===== config.mk =====
export PLATFORM = sky130hd
export DESIGN_NAME = keying_run_coalescer_flat
export DESIGN_NICKNAME = d
export VERILOG_FILES = /design/src/hdl/krc_pkg.sv /design/src/hdl/krc_if.sv /design/src/hdl/krc_div.sv /design/src/hdl/krc_dp.sv /design/src/hdl/krc_ctrl.sv /design/src/hdl/keying_run_coalescer.sv /design/src/flat_wrapper.sv
export SDC_FILE = /design/constraint.sdc
export NUM_CORES = 2
export LEC_CHECK = 0
export ABC_AREA = 1
export BUFFER_PORTS_ARGS = -buffer_cell sky130_fd_sc_hd__buf_4
export CORE_ASPECT_RATIO = 0.5
export CORE_MARGIN = 1.5
export CORE_UTILIZATION = 30
export DETAILED_ROUTE_END_ITERATION = 16
export GPL_TIMING_DRIVEN = 0
export SETUP_SLACK_MARGIN = 0.3
export SLEW_MARGIN = 25
export SYNTH_ARGS = -nofsm -noshare
export SYNTH_HDL_FRONTEND = slang
export SYNTH_SLANG_ARGS = --single-unit

===== constraint.sdc =====
create_clock -name clk -period 11.9 [get_ports clk]
set_input_delay 0.595 -clock clk [delete_from_list [all_inputs] [get_ports clk]]
set_output_delay 0.595 -clock clk [all_outputs]
set_load 0.05 [all_outputs]

===== src/hdl/krc_pkg.sv =====
// krc_pkg: types and constants shared by the keying run coalescer.
// No dependencies; compile first.
package krc_pkg;

	localparam int MAX_CAPACITY = 512;
	localparam int CAP_MIN      = 16;
	localparam int COUNTER_BITS = 32;

	localparam int CFG_W   = 10;
	localparam int DUR_W   = 32;
	localparam int CONFI_W = 12;
	localparam int CONF_W  = 11;
	localparam int TS_W    = 64;
	localparam int ID_W    = 64;
	localparam int CNTO_W  = 32;
	localparam int OCC_W   = $clog2(MAX_CAPACITY + 1);
	localparam int NUM_W   = DUR_W + CONF_W;
	localparam int QCNT_W  = $clog2(CONF_W);

	localparam logic [CONF_W-1:0] CONF_ONE    = CONF_W'(1024);
	localparam logic [CFG_W-1:0]  CFG_RST_VAL = CFG_W'(256);

	localparam logic FUNC_APPEND = 1'b0;
	localparam logic FUNC_CLEAR  = 1'b1;

	localparam logic [1:0] STATUS_NEW    = 2'd0;
	localparam logic [1:0] STATUS_MERGE  = 2'd1;
	localparam logic [1:0] STATUS_REJECT = 2'd2;
	localparam logic [1:0] STATUS_CLEAR  = 2'd3;

	typedef struct packed {
		logic               func;
		logic               keyed;
		logic [DUR_W-1:0]   duration_us;
		logic [CONFI_W-1:0] confidence_in;
		logic [TS_W-1:0]    start_time;
		logic [TS_W-1:0]    end_time;
	} krc_item_t;

	typedef struct packed {
		logic [1:0]        status;
		logic [ID_W-1:0]   run_id;
		logic              run_keyed;
		logic [DUR_W-1:0]  run_duration;
		logic [CONF_W-1:0] run_confidence;
		logic [TS_W-1:0]   run_start;
		logic [TS_W-1:0]   run_end;
		logic              evicted;
		logic              truncated;
		logic [CNTO_W-1:0] rejected_count;
		logic [CNTO_W-1:0] coalesced_count;
	} krc_result_t;

	typedef struct packed {
		logic capture;
		logic check;
		logic sum;
		logic div_start;
		logic commit;
	} krc_cmd_t;

	typedef struct packed {
		logic [1:0] kind;
		logic       div_done;
	} krc_sts_t;

endpackage


===== src/hdl/krc_if.sv =====
// krc_if: valid/ready channel interfaces for items and results.
// Depends on krc_pkg.
interface krc_item_if import krc_pkg::*; ();
	logic      valid;
	logic      ready;
	krc_item_t data;

	modport source(output valid, output data, input ready);
	modport sink(input valid, input data, output ready);
endinterface

interface krc_result_if import krc_pkg::*; ();
	logic        valid;
	logic        ready;
	krc_result_t data;

	modport source(output valid, output data, input ready);
	modport sink(input valid, input data, output ready);
endinterface


===== src/hdl/krc_div.sv =====
// krc_div: restoring divider, one quotient bit per cycle.
// Depends on krc_pkg. Quotient must fit CONF_W bits.
module krc_div import krc_pkg::*; (
	input  logic              clk,
	input  logic              arst_n,
	input  logic              start,
	input  logic [NUM_W-1:0]  num,
	input  logic [DUR_W-1:0]  den,
	output logic [CONF_W-1:0] quot,
	output logic              done
);

	logic [NUM_W-1:0]  rem_q;
	logic [NUM_W-1:0]  den_sh_q;
	logic [CONF_W-1:0] quot_q;
	logic [QCNT_W-1:0] cnt_q;
	logic              busy_q;
	logic              done_q;
	logic              ge;

	assign ge = rem_q >= den_sh_q;

	always_ff @(posedge clk or negedge arst_n) begin
		if (!arst_n) begin
			busy_q <= 1'b0;
			done_q <= 1'b0;
			cnt_q  <= '0;
		end else if (start) begin
			busy_q <= 1'b1;
			done_q <= 1'b0;
			cnt_q  <= QCNT_W'(CONF_W - 1);
		end else if (busy_q) begin
			cnt_q <= cnt_q - 1'b1;
			if (cnt_q == '0) begin
				busy_q <= 1'b0;
				done_q <= 1'b1;
			end
		end
	end

	always_ff @(posedge clk) begin
		if (start) begin
			rem_q    <= num;
			den_sh_q <= NUM_W'(den) << (CONF_W - 1);
			quot_q   <= '0;
		end else if (busy_q) begin
			if (ge) begin
				rem_q <= rem_q - den_sh_q;
			end
			quot_q   <= {quot_q[CONF_W-2:0], ge};
			den_sh_q <= den_sh_q >> 1;
		end
	end

	assign quot = quot_q;
	assign done = done_q;

endmodule


===== src/hdl/krc_dp.sv =====
// krc_dp: datapath of the coalescer: stored run, counters, checks,
// weighted-confidence arithmetic and result register. Depends on krc_pkg, krc_div.
module krc_dp import krc_pkg::*; (
	input  logic              clk,
	input  logic              arst_n,
	input  logic              cfg_we,
	input  logic [CFG_W-1:0]  cfg_data,
	input  krc_item_t         item_data,
	input  krc_cmd_t          cmd,
	output krc_sts_t          sts,
	output krc_result_t       res
);

	krc_item_t         item_q;
	logic [1:0]        kind_q;
	logic [CONF_W-1:0] conf_q;
	logic              has_ts_q;
	logic [DUR_W:0]    sum_q;
	logic [NUM_W-1:0]  prod_a_q;
	logic [NUM_W-1:0]  prod_b_q;
	logic [NUM_W-1:0]  num_q;
	krc_result_t       res_q;

	logic [CFG_W-1:0]        max_obs_q;
	logic                    last_valid_q;
	logic                    last_keyed_q;
	logic [DUR_W-1:0]        last_dur_q;
	logic [CONF_W-1:0]       last_conf_q;
	logic [TS_W-1:0]         last_start_q;
	logic [TS_W-1:0]         last_end_q;
	logic [ID_W-1:0]         last_id_q;
	logic [ID_W-1:0]         next_id_q;
	logic [OCC_W-1:0]        occ_q;
	logic                    trunc_q;
	logic [COUNTER_BITS-1:0] rej_cnt_q;
	logic [COUNTER_BITS-1:0] mrg_cnt_q;

	logic                    n_last_valid;
	logic                    n_last_keyed;
	logic [DUR_W-1:0]        n_last_dur;
	logic [CONF_W-1:0]       n_last_conf;
	logic [TS_W-1:0]         n_last_start;
	logic [TS_W-1:0]         n_last_end;
	logic [ID_W-1:0]         n_last_id;
	logic [ID_W-1:0]         n_next_id;
	logic [OCC_W-1:0]        n_occ;
	logic                    n_trunc;
	logic [COUNTER_BITS-1:0] n_rej_cnt;
	logic [COUNTER_BITS-1:0] n_mrg_cnt;
	logic                    n_evicted;
	krc_result_t             res_d;

	logic [CONF_W-1:0] conf_sat;
	logic              has_ts;
	logic              prev_ts;
	logic [DUR_W:0]    sum;
	logic [1:0]        kind;
	logic [NUM_W-1:0]  prod_a;
	logic [NUM_W-1:0]  prod_b;
	logic [OCC_W-1:0]  cap;
	logic [CONF_W-1:0] quot;
	logic              div_done;

	krc_div u_div (
		.clk    (clk),
		.arst_n (arst_n),
		.start  (cmd.div_start),
		.num    (num_q),
		.den    (sum_q[DUR_W-1:0]),
		.quot   (quot),
		.done   (div_done)
	);

	always_comb begin
		conf_sat = (item_q.confidence_in > CONFI_W'(CONF_ONE)) ? CONF_ONE
			: item_q.confidence_in[CONF_W-1:0];
		has_ts  = (item_q.start_time != '0) || (item_q.end_time != '0);
		prev_ts = (last_start_q != '0) || (last_end_q != '0);
		sum     = {1'b0, last_dur_q} + {1'b0, item_q.duration_us};
		prod_a  = NUM_W'(last_conf_q) * NUM_W'(last_dur_q);
		prod_b  = NUM_W'(conf_sat) * NUM_W'(item_q.duration_us);
		if (item_q.func == FUNC_CLEAR) begin
			kind = STATUS_CLEAR;
		end else if (item_q.duration_us == '0) begin
			kind = STATUS_REJECT;
		end else if (has_ts && (item_q.end_time <= item_q.start_time)) begin
			kind = STATUS_REJECT;
		end else if (last_valid_q && ((has_ts != prev_ts)
				|| (has_ts && (item_q.start_time < last_end_q)))) begin
			kind = STATUS_REJECT;
		end else if (last_valid_q && (last_keyed_q == item_q.keyed)) begin
			if ((has_ts && (item_q.start_time != last_end_q)) || sum[DUR_W]) begin
				kind = STATUS_REJECT;
			end else begin
				kind = STATUS_MERGE;
			end
		end else if (next_id_q == '1) begin
			kind = STATUS_REJECT;
		end else begin
			kind = STATUS_NEW;
		end
	end

	always_comb begin
		if (32'(max_obs_q) < CAP_MIN) begin
			cap = OCC_W'(CAP_MIN);
		end else if (32'(max_obs_q) > MAX_CAPACITY) begin
			cap = OCC_W'(MAX_CAPACITY);
		end else begin
			cap = OCC_W'(max_obs_q);
		end
	end

	always_comb begin
		n_last_valid = last_valid_q;
		n_last_keyed = last_keyed_q;
		n_last_dur   = last_dur_q;
		n_last_conf  = last_conf_q;
		n_last_start = last_start_q;
		n_last_end   = last_end_q;
		n_last_id    = last_id_q;
		n_next_id    = next_id_q;
		n_occ        = occ_q;
		n_trunc      = trunc_q;
		n_rej_cnt    = rej_cnt_q;
		n_mrg_cnt    = mrg_cnt_q;
		n_evicted    = 1'b0;
		res_d        = '0;
		case (kind_q)
			STATUS_CLEAR: begin
				n_last_valid = 1'b0;
				n_last_keyed = 1'b0;
				n_last_dur   = '0;
				n_last_conf  = '0;
				n_last_start = '0;
				n_last_end   = '0;
				n_last_id    = '0;
				n_occ        = '0;
				n_trunc      = 1'b0;
				n_rej_cnt    = '0;
				n_mrg_cnt    = '0;
			end
			STATUS_REJECT: begin
				if (rej_cnt_q != '1) begin
					n_rej_cnt = rej_cnt_q + 1'b1;
				end
			end
			STATUS_MERGE: begin
				n_last_conf = quot;
				n_last_dur  = sum_q[DUR_W-1:0];
				if (has_ts_q) begin
					n_last_end = item_q.end_time;
				end
				if (mrg_cnt_q != '1) begin
					n_mrg_cnt = mrg_cnt_q + 1'b1;
				end
			end
			STATUS_NEW: begin
				n_last_id    = next_id_q;
				n_next_id    = next_id_q + 1'b1;
				n_last_valid = 1'b1;
				n_last_keyed = item_q.keyed;
				n_last_dur   = item_q.duration_us;
				n_last_conf  = conf_q;
				n_last_start = item_q.start_time;
				n_last_end   = item_q.end_time;
				if (occ_q >= cap) begin
					n_occ     = cap;
					n_evicted = 1'b1;
					n_trunc   = 1'b1;
				end else begin
					n_occ = occ_q + 1'b1;
				end
			end
			default: begin
			end
		endcase
		res_d.status = kind_q;
		if ((kind_q == STATUS_NEW) || (kind_q == STATUS_MERGE)) begin
			res_d.run_id         = n_last_id;
			res_d.run_keyed      = n_last_keyed;
			res_d.run_duration   = n_last_dur;
			res_d.run_confidence = n_last_conf;
			res_d.run_start      = n_last_start;
			res_d.run_end        = n_last_end;
			res_d.evicted        = n_evicted;
		end
		res_d.truncated       = n_trunc;
		res_d.rejected_count  = CNTO_W'(n_rej_cnt);
		res_d.coalesced_count = CNTO_W'(n_mrg_cnt);
	end

	always_ff @(posedge clk or negedge arst_n) begin
		if (!arst_n) begin
			max_obs_q    <= CFG_RST_VAL;
			last_valid_q <= 1'b0;
			last_keyed_q <= 1'b0;
			last_dur_q   <= '0;
			last_conf_q  <= '0;
			last_start_q <= '0;
			last_end_q   <= '0;
			last_id_q    <= '0;
			next_id_q    <= ID_W'(1);
			occ_q        <= '0;
			trunc_q      <= 1'b0;
			rej_cnt_q    <= '0;
			mrg_cnt_q    <= '0;
		end else begin
			if (cfg_we) begin
				max_obs_q <= cfg_data;
			end
			if (cmd.commit) begin
				last_valid_q <= n_last_valid;
				last_keyed_q <= n_last_keyed;
				last_dur_q   <= n_last_dur;
				last_conf_q  <= n_last_conf;
				last_start_q <= n_last_start;
				last_end_q   <= n_last_end;
				last_id_q    <= n_last_id;
				next_id_q    <= n_next_id;
				occ_q        <= n_occ;
				trunc_q      <= n_trunc;
				rej_cnt_q    <= n_rej_cnt;
				mrg_cnt_q    <= n_mrg_cnt;
			end
		end
	end

	always_ff @(posedge clk) begin
		if (cmd.capture) begin
			item_q <= item_data;
		end
		if (cmd.check) begin
			kind_q   <= kind;
			conf_q   <= conf_sat;
			has_ts_q <= has_ts;
			sum_q    <= sum;
			prod_a_q <= prod_a;
			prod_b_q <= prod_b;
		end
		if (cmd.sum) begin
			num_q <= prod_a_q + prod_b_q;
		end
		if (cmd.commit) begin
			res_q <= res_d;
		end
	end

	assign sts.kind     = kind_q;
	assign sts.div_done = div_done;
	assign res          = res_q;

endmodule


===== src/hdl/krc_ctrl.sv =====
// krc_ctrl: sequencer of the coalescer; owns both handshakes.
// Depends on krc_pkg.
module krc_ctrl import krc_pkg::*; (
	input  logic     clk,
	input  logic     arst_n,
	input  logic     in_valid,
	output logic     in_ready,
	output logic     out_valid,
	input  logic     out_ready,
	input  krc_sts_t sts,
	output krc_cmd_t cmd
);

	localparam logic [2:0] ST_IDLE   = 3'd0;
	localparam logic [2:0] ST_CHECK  = 3'd1;
	localparam logic [2:0] ST_SUM    = 3'd2;
	localparam logic [2:0] ST_DIVGO  = 3'd3;
	localparam logic [2:0] ST_DIV    = 3'd4;
	localparam logic [2:0] ST_COMMIT = 3'd5;

	logic [2:0] state_q;
	logic [2:0] state_d;
	logic       out_valid_q;
	logic       out_free;

	assign out_free = !out_valid_q || out_ready;
	assign in_ready = (state_q == ST_IDLE);

	always_comb begin
		state_d = state_q;
		cmd     = '0;
		case (state_q)
			ST_IDLE: begin
				if (in_valid) begin
					cmd.capture = 1'b1;
					state_d     = ST_CHECK;
				end
			end
			ST_CHECK: begin
				cmd.check = 1'b1;
				state_d   = ST_SUM;
			end
			ST_SUM: begin
				cmd.sum = 1'b1;
				state_d = (sts.kind == STATUS_MERGE) ? ST_DIVGO : ST_COMMIT;
			end
			ST_DIVGO: begin
				cmd.div_start = 1'b1;
				state_d       = ST_DIV;
			end
			ST_DIV: begin
				if (sts.div_done) begin
					state_d = ST_COMMIT;
				end
			end
			ST_COMMIT: begin
				if (out_free) begin
					cmd.commit = 1'b1;
					state_d    = ST_IDLE;
				end
			end
			default: begin
				state_d = ST_IDLE;
			end
		endcase
	end

	always_ff @(posedge clk or negedge arst_n) begin
		if (!arst_n) begin
			state_q     <= ST_IDLE;
			out_valid_q <= 1'b0;
		end else begin
			state_q <= state_d;
			if (cmd.commit) begin
				out_valid_q <= 1'b1;
			end else if (out_ready) begin
				out_valid_q <= 1'b0;
			end
		end
	end

	assign out_valid = out_valid_q;

endmodule


===== src/hdl/keying_run_coalescer.sv =====
// Keying run coalescer: takes one observation at a time and returns one result
// transaction per item. A clear, rejected or new run passes from acceptance
// through the check, sum and commit states; a merge also passes through the
// divider start and divide states, where the restoring divider forms the
// duration-weighted confidence. The result sits in an output
// register, so the next transaction is accepted while a result waits; a new result
// is committed only once the previous one has been taken. The capacity register
// may be written only while no transaction is in flight.
// Depends on krc_pkg, krc_if, krc_ctrl, krc_dp.
module keying_run_coalescer import krc_pkg::*; (
	input  logic             clk,
	input  logic             arst_n,
	input  logic             cfg_we,
	input  logic [CFG_W-1:0] cfg_data,
	krc_item_if.sink         item,
	krc_result_if.source     result
);

	krc_cmd_t cmd;
	krc_sts_t sts;

	krc_ctrl u_ctrl (
		.clk       (clk),
		.arst_n    (arst_n),
		.in_valid  (item.valid),
		.in_ready  (item.ready),
		.out_valid (result.valid),
		.out_ready (result.ready),
		.sts       (sts),
		.cmd       (cmd)
	);

	krc_dp u_dp (
		.clk       (clk),
		.arst_n    (arst_n),
		.cfg_we    (cfg_we),
		.cfg_data  (cfg_data),
		.item_data (item.data),
		.cmd       (cmd),
		.sts       (sts),
		.res       (result.data)
	);

	a_commit_free: assert property (@(posedge clk) disable iff (!arst_n)
		cmd.commit |-> (!result.valid || result.ready))
		else $error("result overwritten before taken");

	a_commit_shows: assert property (@(posedge clk) disable iff (!arst_n)
		cmd.commit |=> result.valid)
		else $error("committed result not presented");

	a_conf_range: assert property (@(posedge clk) disable iff (!arst_n)
		result.valid |-> (result.data.run_confidence <= CONF_ONE))
		else $error("run confidence above unity");

	a_reject_zero: assert property (@(posedge clk) disable iff (!arst_n)
		(result.valid && (result.data.status == STATUS_REJECT)) |->
		(result.data.run_id == '0))
		else $error("rejected result carries a run id");

endmodule

===== src/flat_wrapper.sv =====
// flat-port wrapper written by rule: the top's interface ports become plain ports
module keying_run_coalescer_flat import krc_pkg::*;
  (clk, arst_n, cfg_we, cfg_data, item_valid, item_data, item_ready, result_valid, result_data, result_ready);
  krc_item_if item_i ();
  krc_result_if result_i ();
  input  logic clk;
  input  logic arst_n;
  input  logic cfg_we;
  input  logic [CFG_W-1:0] cfg_data;
  input wire logic [$bits(item_i.valid)-1:0] item_valid;
  input wire logic [$bits(item_i.data)-1:0] item_data;
  output wire logic [$bits(item_i.ready)-1:0] item_ready;
  output wire logic [$bits(result_i.valid)-1:0] result_valid;
  output wire logic [$bits(result_i.data)-1:0] result_data;
  input wire logic [$bits(result_i.ready)-1:0] result_ready;
  assign item_i.valid = item_valid;
  assign item_i.data = item_data;
  assign item_ready = item_i.ready;
  assign result_valid = result_i.valid;
  assign result_data = result_i.data;
  assign result_i.ready = result_ready;
  keying_run_coalescer u_core (.clk(clk), .arst_n(arst_n), .cfg_we(cfg_we), .cfg_data(cfg_data), .item(item_i), .result(result_i));
endmodule

## Word-level counts from Yosys, hierarchy flattened

Cells that the tools add are included.

| word-level totals | value |
|---|---|
| bits in registers | 1145 |
| input port bits | 189 |
| word-level logic and storage cells | 166 |

| cells by class | value |
|---|---|
| add/subtract/negate cells | 8 |
| multipliers | 2 |
| order comparisons | 7 |
| eq/ne operators | 17 |
| muxes and demuxes | 53 |
| reduce and logical (&&, ||, !) cells | 32 |

Operator list:

| cell | count |
|---|---|
| 64-bit one-hot mux with 2 select lines | 2 |
| 64-bit nonzero test | 4 |
| 64-bit one-hot mux with 3 select lines | 1 |
| 43-bit 2-to-1 mux | 3 |
| 32-bit one-hot mux with 2 select lines | 2 |
| 32-bit one-hot mux with 3 select lines | 1 |
| 11-bit by 32-bit multiplier with 43-bit output | 2 |
| 42-bit 2-to-1 mux | 2 |
| 32-bit by 1-bit adder with 32-bit output (second input constant) | 2 |
| 64-bit by 1-bit adder with 64-bit output (second input constant) | 1 |
| 64-bit equality test (second input constant) | 1 |
| 64-bit less-or-equal comparator | 1 |
| 64-bit less-than comparator | 1 |
| 32-bit 2-to-1 mux | 2 |
| 64-bit 2-to-1 mux | 1 |
| 32-bit inequality test (second input constant) | 2 |
| 64-bit inequality test | 1 |
| 43-bit adder | 1 |
| 43-bit by 42-bit >= comparator with 1-bit output | 1 |
| 43-bit by 42-bit subtractor with 43-bit output | 1 |
| 32-bit by 32-bit adder with 33-bit output | 1 |
| 11-bit one-hot mux with 3 select lines | 1 |
| 32-bit logical NOT | 1 |
| 10-bit 2-to-1 mux | 3 |
| other kinds (32) | 81 |

## Depth between registers and ports, before layout

| logic depth | value |
|---|---|
| depth in word-level cells | 9 |
| depth in mapped cells | 31 |
| gate-level depth less buffers | 30 |

## Hierarchy

From an unflattened synthesis, not the netlist that was laid out.

| second synthesis, totals | value |
|---|---|
| cells, all modules | 9244 |
| area total of the unflattened synthesis | 80239.5 sq um |

By module, submodules not included:

| module | instances | cells each | area each (sq um) | sequential area each (sq um) |
|---|---|---|---|---|
| krc_dp | 1 | 8084 | 72437.0 | 29270.6 |
| krc_div | 1 | 1121 | 7539.7 | 2822.7 |
| krc_ctrl | 1 | 39 | 262.8 | 100.1 |

## Worst setup path after synthesis

Ideal clock, no wire load.

| timing | value |
|---|---|
| path kind | register -> register |
| from | register u_core.u_ctrl.state_q[0] |
| to | register u_core.u_dp.item_q[0] (netlist bit), enable pin |
| library setup time | 0.710 ns |
| arrival | 7.918 ns |
| required time | 11.190 ns |
| setup slack | 3.271 ns |
| cell stages (with the launch flop) | 4 |
| period minus slack after synthesis | 8.629 ns |
| path through | dfrtp_1 nor2_1 nand2_1 nor2_1 |

RTL lines:

| what | line | RTL |
|---|---|---|
| from (decl) | krc_ctrl.sv:21 | `logic [2:0] state_q;` |
| from (signal assigned) | krc_ctrl.sv:73 | `state_q <= state_d;` |
| to (signal assigned) | krc_dp.sv:231 | `item_q <= item_data;` |
| to (decl) | krc_dp.sv:14 | `krc_item_t item_q;` |

## Final worst setup path

| timing | value |
|---|---|
| from | register u_core.u_dp.item_q[139] (netlist bit) |
| to | register u_core.u_dp.prod_b_q[38], data pin |

| on the way | value |
|---|---|
| cells in the longest elaborated chain, start to end | 3 |

RTL lines:

| what | line | RTL |
|---|---|---|
| 12-bit by 11-bit greater-than comparator with 1-bit output | krc_dp.sv:75 | `conf_sat = (item_q.confidence_in > CONFI_W'(CONF_ONE)) ? CONF_ONE` |
| 11-bit 2-to-1 mux | krc_dp.sv:75 |  |
| named net u_core.u_dp.conf_sat[5] | krc_dp.sv:53 | `logic [CONF_W-1:0] conf_sat;` |
| 11-bit by 32-bit multiplier with 43-bit output | krc_dp.sv:81 | `prod_b = NUM_W'(conf_sat) * NUM_W'(item_q.duration_us);` |
| named net u_core.u_dp.prod_b[38] | krc_dp.sv:59 | `logic [NUM_W-1:0] prod_b;` |
| to (signal assigned) | krc_dp.sv:239 | `prod_b_q <= prod_b;` |
| to (decl) | krc_dp.sv:20 | `logic [NUM_W-1:0] prod_b_q;` |

The timed path passes the listed nets, and every way through them passes these cells.
A chain may end at the register's enable or synchronous reset.

==> impl_metrics.toml <==
[critical_path]
crit_required_ns = 12.37
cp_common_cell = "fa_1"
r2r-start = "u_core.u_dp.item_q[139]"
crit_cells = 21
r2r-end = "u_core.u_dp.prod_b_q[38]"
worst_ep_arrival_time_ns = 8.72
timing.critical_path.buf_inv = 5
cp_cell_sequence = "nor2_1, a31oi_1, nor2_1, clkbuf_1, nand2_1, fa_1, inv_1, fa_1, fa_1, fa_1, inv_1, fa_1, inv_1, ha_1, nand2_1, nor2_1, inv_1, nor3_1, nand3_1, o2111ai_1, xor2_1"
max_stage_delay_ns = 0.81
cp_top_family = "adder cells"
crit_fanout = 10
r2r_slack_ns = 3.65
startpoint_type = "register"
crit_type = "register to register"
cp_slowest_cell = "nor2_1"
crit_path_end_kind = "register"
worst-r2r-cell-count = 21

[min_path]
worstHoldStart = "item_data[10]"
whs_path_depth = 1
holdPathEnd = "u_core.u_dp.item_q[10]"
hold_class = "input pin to register"

[sta]
clock_skew_ns = 0.0441
fin_hold_ws_ns = 0.0296
fin_tns_setup_ns = 0
min_period_over_period = 0.693
slew_headroom = 0.259
fin_crit_ns = 8.25
tightest_slew_ns = 1.11
rsz0062_at_grt = "no"
setup_viol = 0
max_freq_mhz = 121
hold_viol_final = 0
drv_slew = 0
fin_ws_ns = 3.65

[floorplan]
die_area_sq_um = 273000
initial_core_util = 0.303
core_region_area_sq_um = 268000
die_x_um = 738
core.rowCount = 134
chipHeight_um = 371
pin_count = 495

[detailed_routing]
routedWlPerCell_um = 21.6
avgViaCountPerCell = 4.96
dr.pass1.iters = 6
drc = 0
wl_met2_um = 140000
top_layer_used = "met4"
m1WireLength_um = 128000
routed_wl_um = 300000
drt-initial-drc-count = 6459
met3_wirelength_um = 18400
antenna_left = 0
vias = 68600

[clocking]
postCtsHoldBufs = 150
cts_sinks = 1145
insertion_delay_ns = 0.78
cts_setup_buffers = 0
cts_tree = "built"
h-tree-depth = 3
cts.clk_slew.worst_paths_ns = 0.06
ctsResizeCount = 0
root_buffer = "clkbuf_16"
clockBufferDepth = 3
cts_made_buffers = 116

[place]
dpl_cell_area_sq_um = 90000
dp.cells = 13500
placement.io_buffers = 494
dp_hpwl_um = 245000
gp_congestion = 0.972
dp_slack_ns = 3.90

[synthesis]
synth.distinct_cells = 65
syn_nets = 10500
muxShareOfSynthArea = 0.00641
synth-simple-area-share = 0.172
yosysSeqAreaShare = 0.397
async_flop_share = 0.346
synth_edf_count = 728
yosysTopAreaCell = "edfxtp_1"
synth_top_family_by_area = "adder cells"
synth_cells = 9344
synth-main-ff-cell = "edfxtp_1"
synth_area_leaders = "edfxtp_1 27%, fa_1 13%, dfrtp_1 12%"
synth_area_sq_um = 81000
postSynthAreaPerCell_sq_um = 8.67
synth-seq-cells = 1145
synth_top_area_frac = 0.270
synth-compound-area-share = 0.0970
synth-xor-area-share = 0.0283
yosys.area_share.adder = 0.199
ys.warnings.count = 0

[final_layout]
fin_cells = 13800
post-route-util = 0.357
drive_gt1_frac = 0.0828
fillers = 27500
area_delta_synth_final_pct = 18.0
final_cell_mix = "1884 x nand2_1, 1777 x inv_1, 898 x nor2_1, 728 x edfxtp_1, 552 x o21ai_0"
design_area_sq_um = 95600
finalNetCount = 11300
multi_input_area_sq_um = 40900
seqCellArea_sq_um = 32200
layout_commonest_cell = "nand2_1"

[pwr]
powerDensity_nw_per_um2 = 87.9
vdd_ir_drop_max_mv = 0.117
p_total_mw = 8.41
leakage_nw = 44.7

[flow_run]
drv_cap = 0

[grt]
grt_pass1_vias = 68600
grt_overflow_total = 0
grtUsageTotal = 0.216
grt_max_degree = 91
grt_pass1_wl_um = 444000
antenna_found_initial = 17

[status]
outcome = "finished clean"
power breakdown:
part	internal, mW	total [mW]	switching (mW)
registers	4.21	4.21	0.00272
clock network	2.26	4.04	1.78
logic	0.0842	0.161	0.0766
total	6.55	8.41	1.86
area by class of cell:
| cell class | instances | share of cell area |
|---|---|---|
| multi-input cells | 6072 | 0.427 |
| flip-flops and latches | 1145 | 0.337 |
| inverters | 1805 | 0.0709 |
| repair buffers | 670 | 0.0611 |
| well taps | 3604 | 0.0471 |
| clock buffers | 136 | 0.0319 |
| plain buffers | 322 | 0.0134 |
| clock inverters | 85 | 0.0116 |
| diodes | 7 | 0.000183 |
routing by layer:
layer  track usage  up-vias
met2         0.359     2465
li1              -    31600
met5             0        -
met3        0.0242      455
met4        0.0825        0
met1         0.290    34100
state kept, by name (all words and copies together), names as in the netlist, 32 cells and up:
register / count
u_core.u_dp.num_q: 43
u_core.u_dp.u_div.rem_q: 43
u_core.u_dp.last_start_q: 64
u_core.u_dp.prod_a_q: 43
u_core.u_dp.prod_b_q: 43
u_core.u_dp.item_q: 174
u_core.u_dp.last_dur_q: 32
u_core.u_dp.last_end_q: 64
u_core.u_dp.rej_cnt_q: 32
u_core.u_dp.next_id_q: 64
u_core.u_dp.last_id_q: 64
u_core.u_dp.res: 304
u_core.u_dp.sum_q: 32
u_core.u_dp.mrg_cnt_q: 32
u_core.u_dp.u_div.den_sh_q: 42
synth_stat cells, types with 121 or more instances:
master / n
a21oi_1: 309
clkbuf_1: 251
dfrtp_1: 394
edfxtp_1: 728
fa_1: 541
ha_1: 426
inv_1: 1777
nand2_1: 1886
nand3_1: 227
nand4_1: 159
nor2_1: 904
o21ai_0: 552
o21ai_1: 121
o22ai_1: 155
xor2_1: 203
worst max path at each step:
stage | startpoint | slack [ns] | end
detailed placement | u_core.u_dp.item_q[139] | 3.90 | u_core.u_dp.prod_b_q[36]
global route | u_core.u_dp.item_q[139] | 3.35 | u_core.u_dp.prod_b_q[36]
global placement | u_core.u_ctrl.state_q[0] | -1.27 | u_core.u_dp.item_q[108]
CTS | u_core.u_dp.item_q[139] | 3.86 | u_core.u_dp.prod_b_q[36]
finish | u_core.u_dp.item_q[139] | 3.65 | u_core.u_dp.prod_b_q[38]
floorplan | u_core.u_ctrl.state_q[0] | 3.27 | u_core.u_dp.item_q[0]
logic make-up (layout without fill, tap and decap cells):
family                     count (synthesis)  count (layout)
xor gates and xnor gates                 262             262
muxes                                     51              51
other                                      0               7
DFF                                     1145            1145
AOI/OAI and AO/OA                       1396            1396
and+or+nand+nor                         3396            3396
adders and majority gates                967             967
buffers and inverters                   2127            3018
Power figures use the tool's default switching activity.
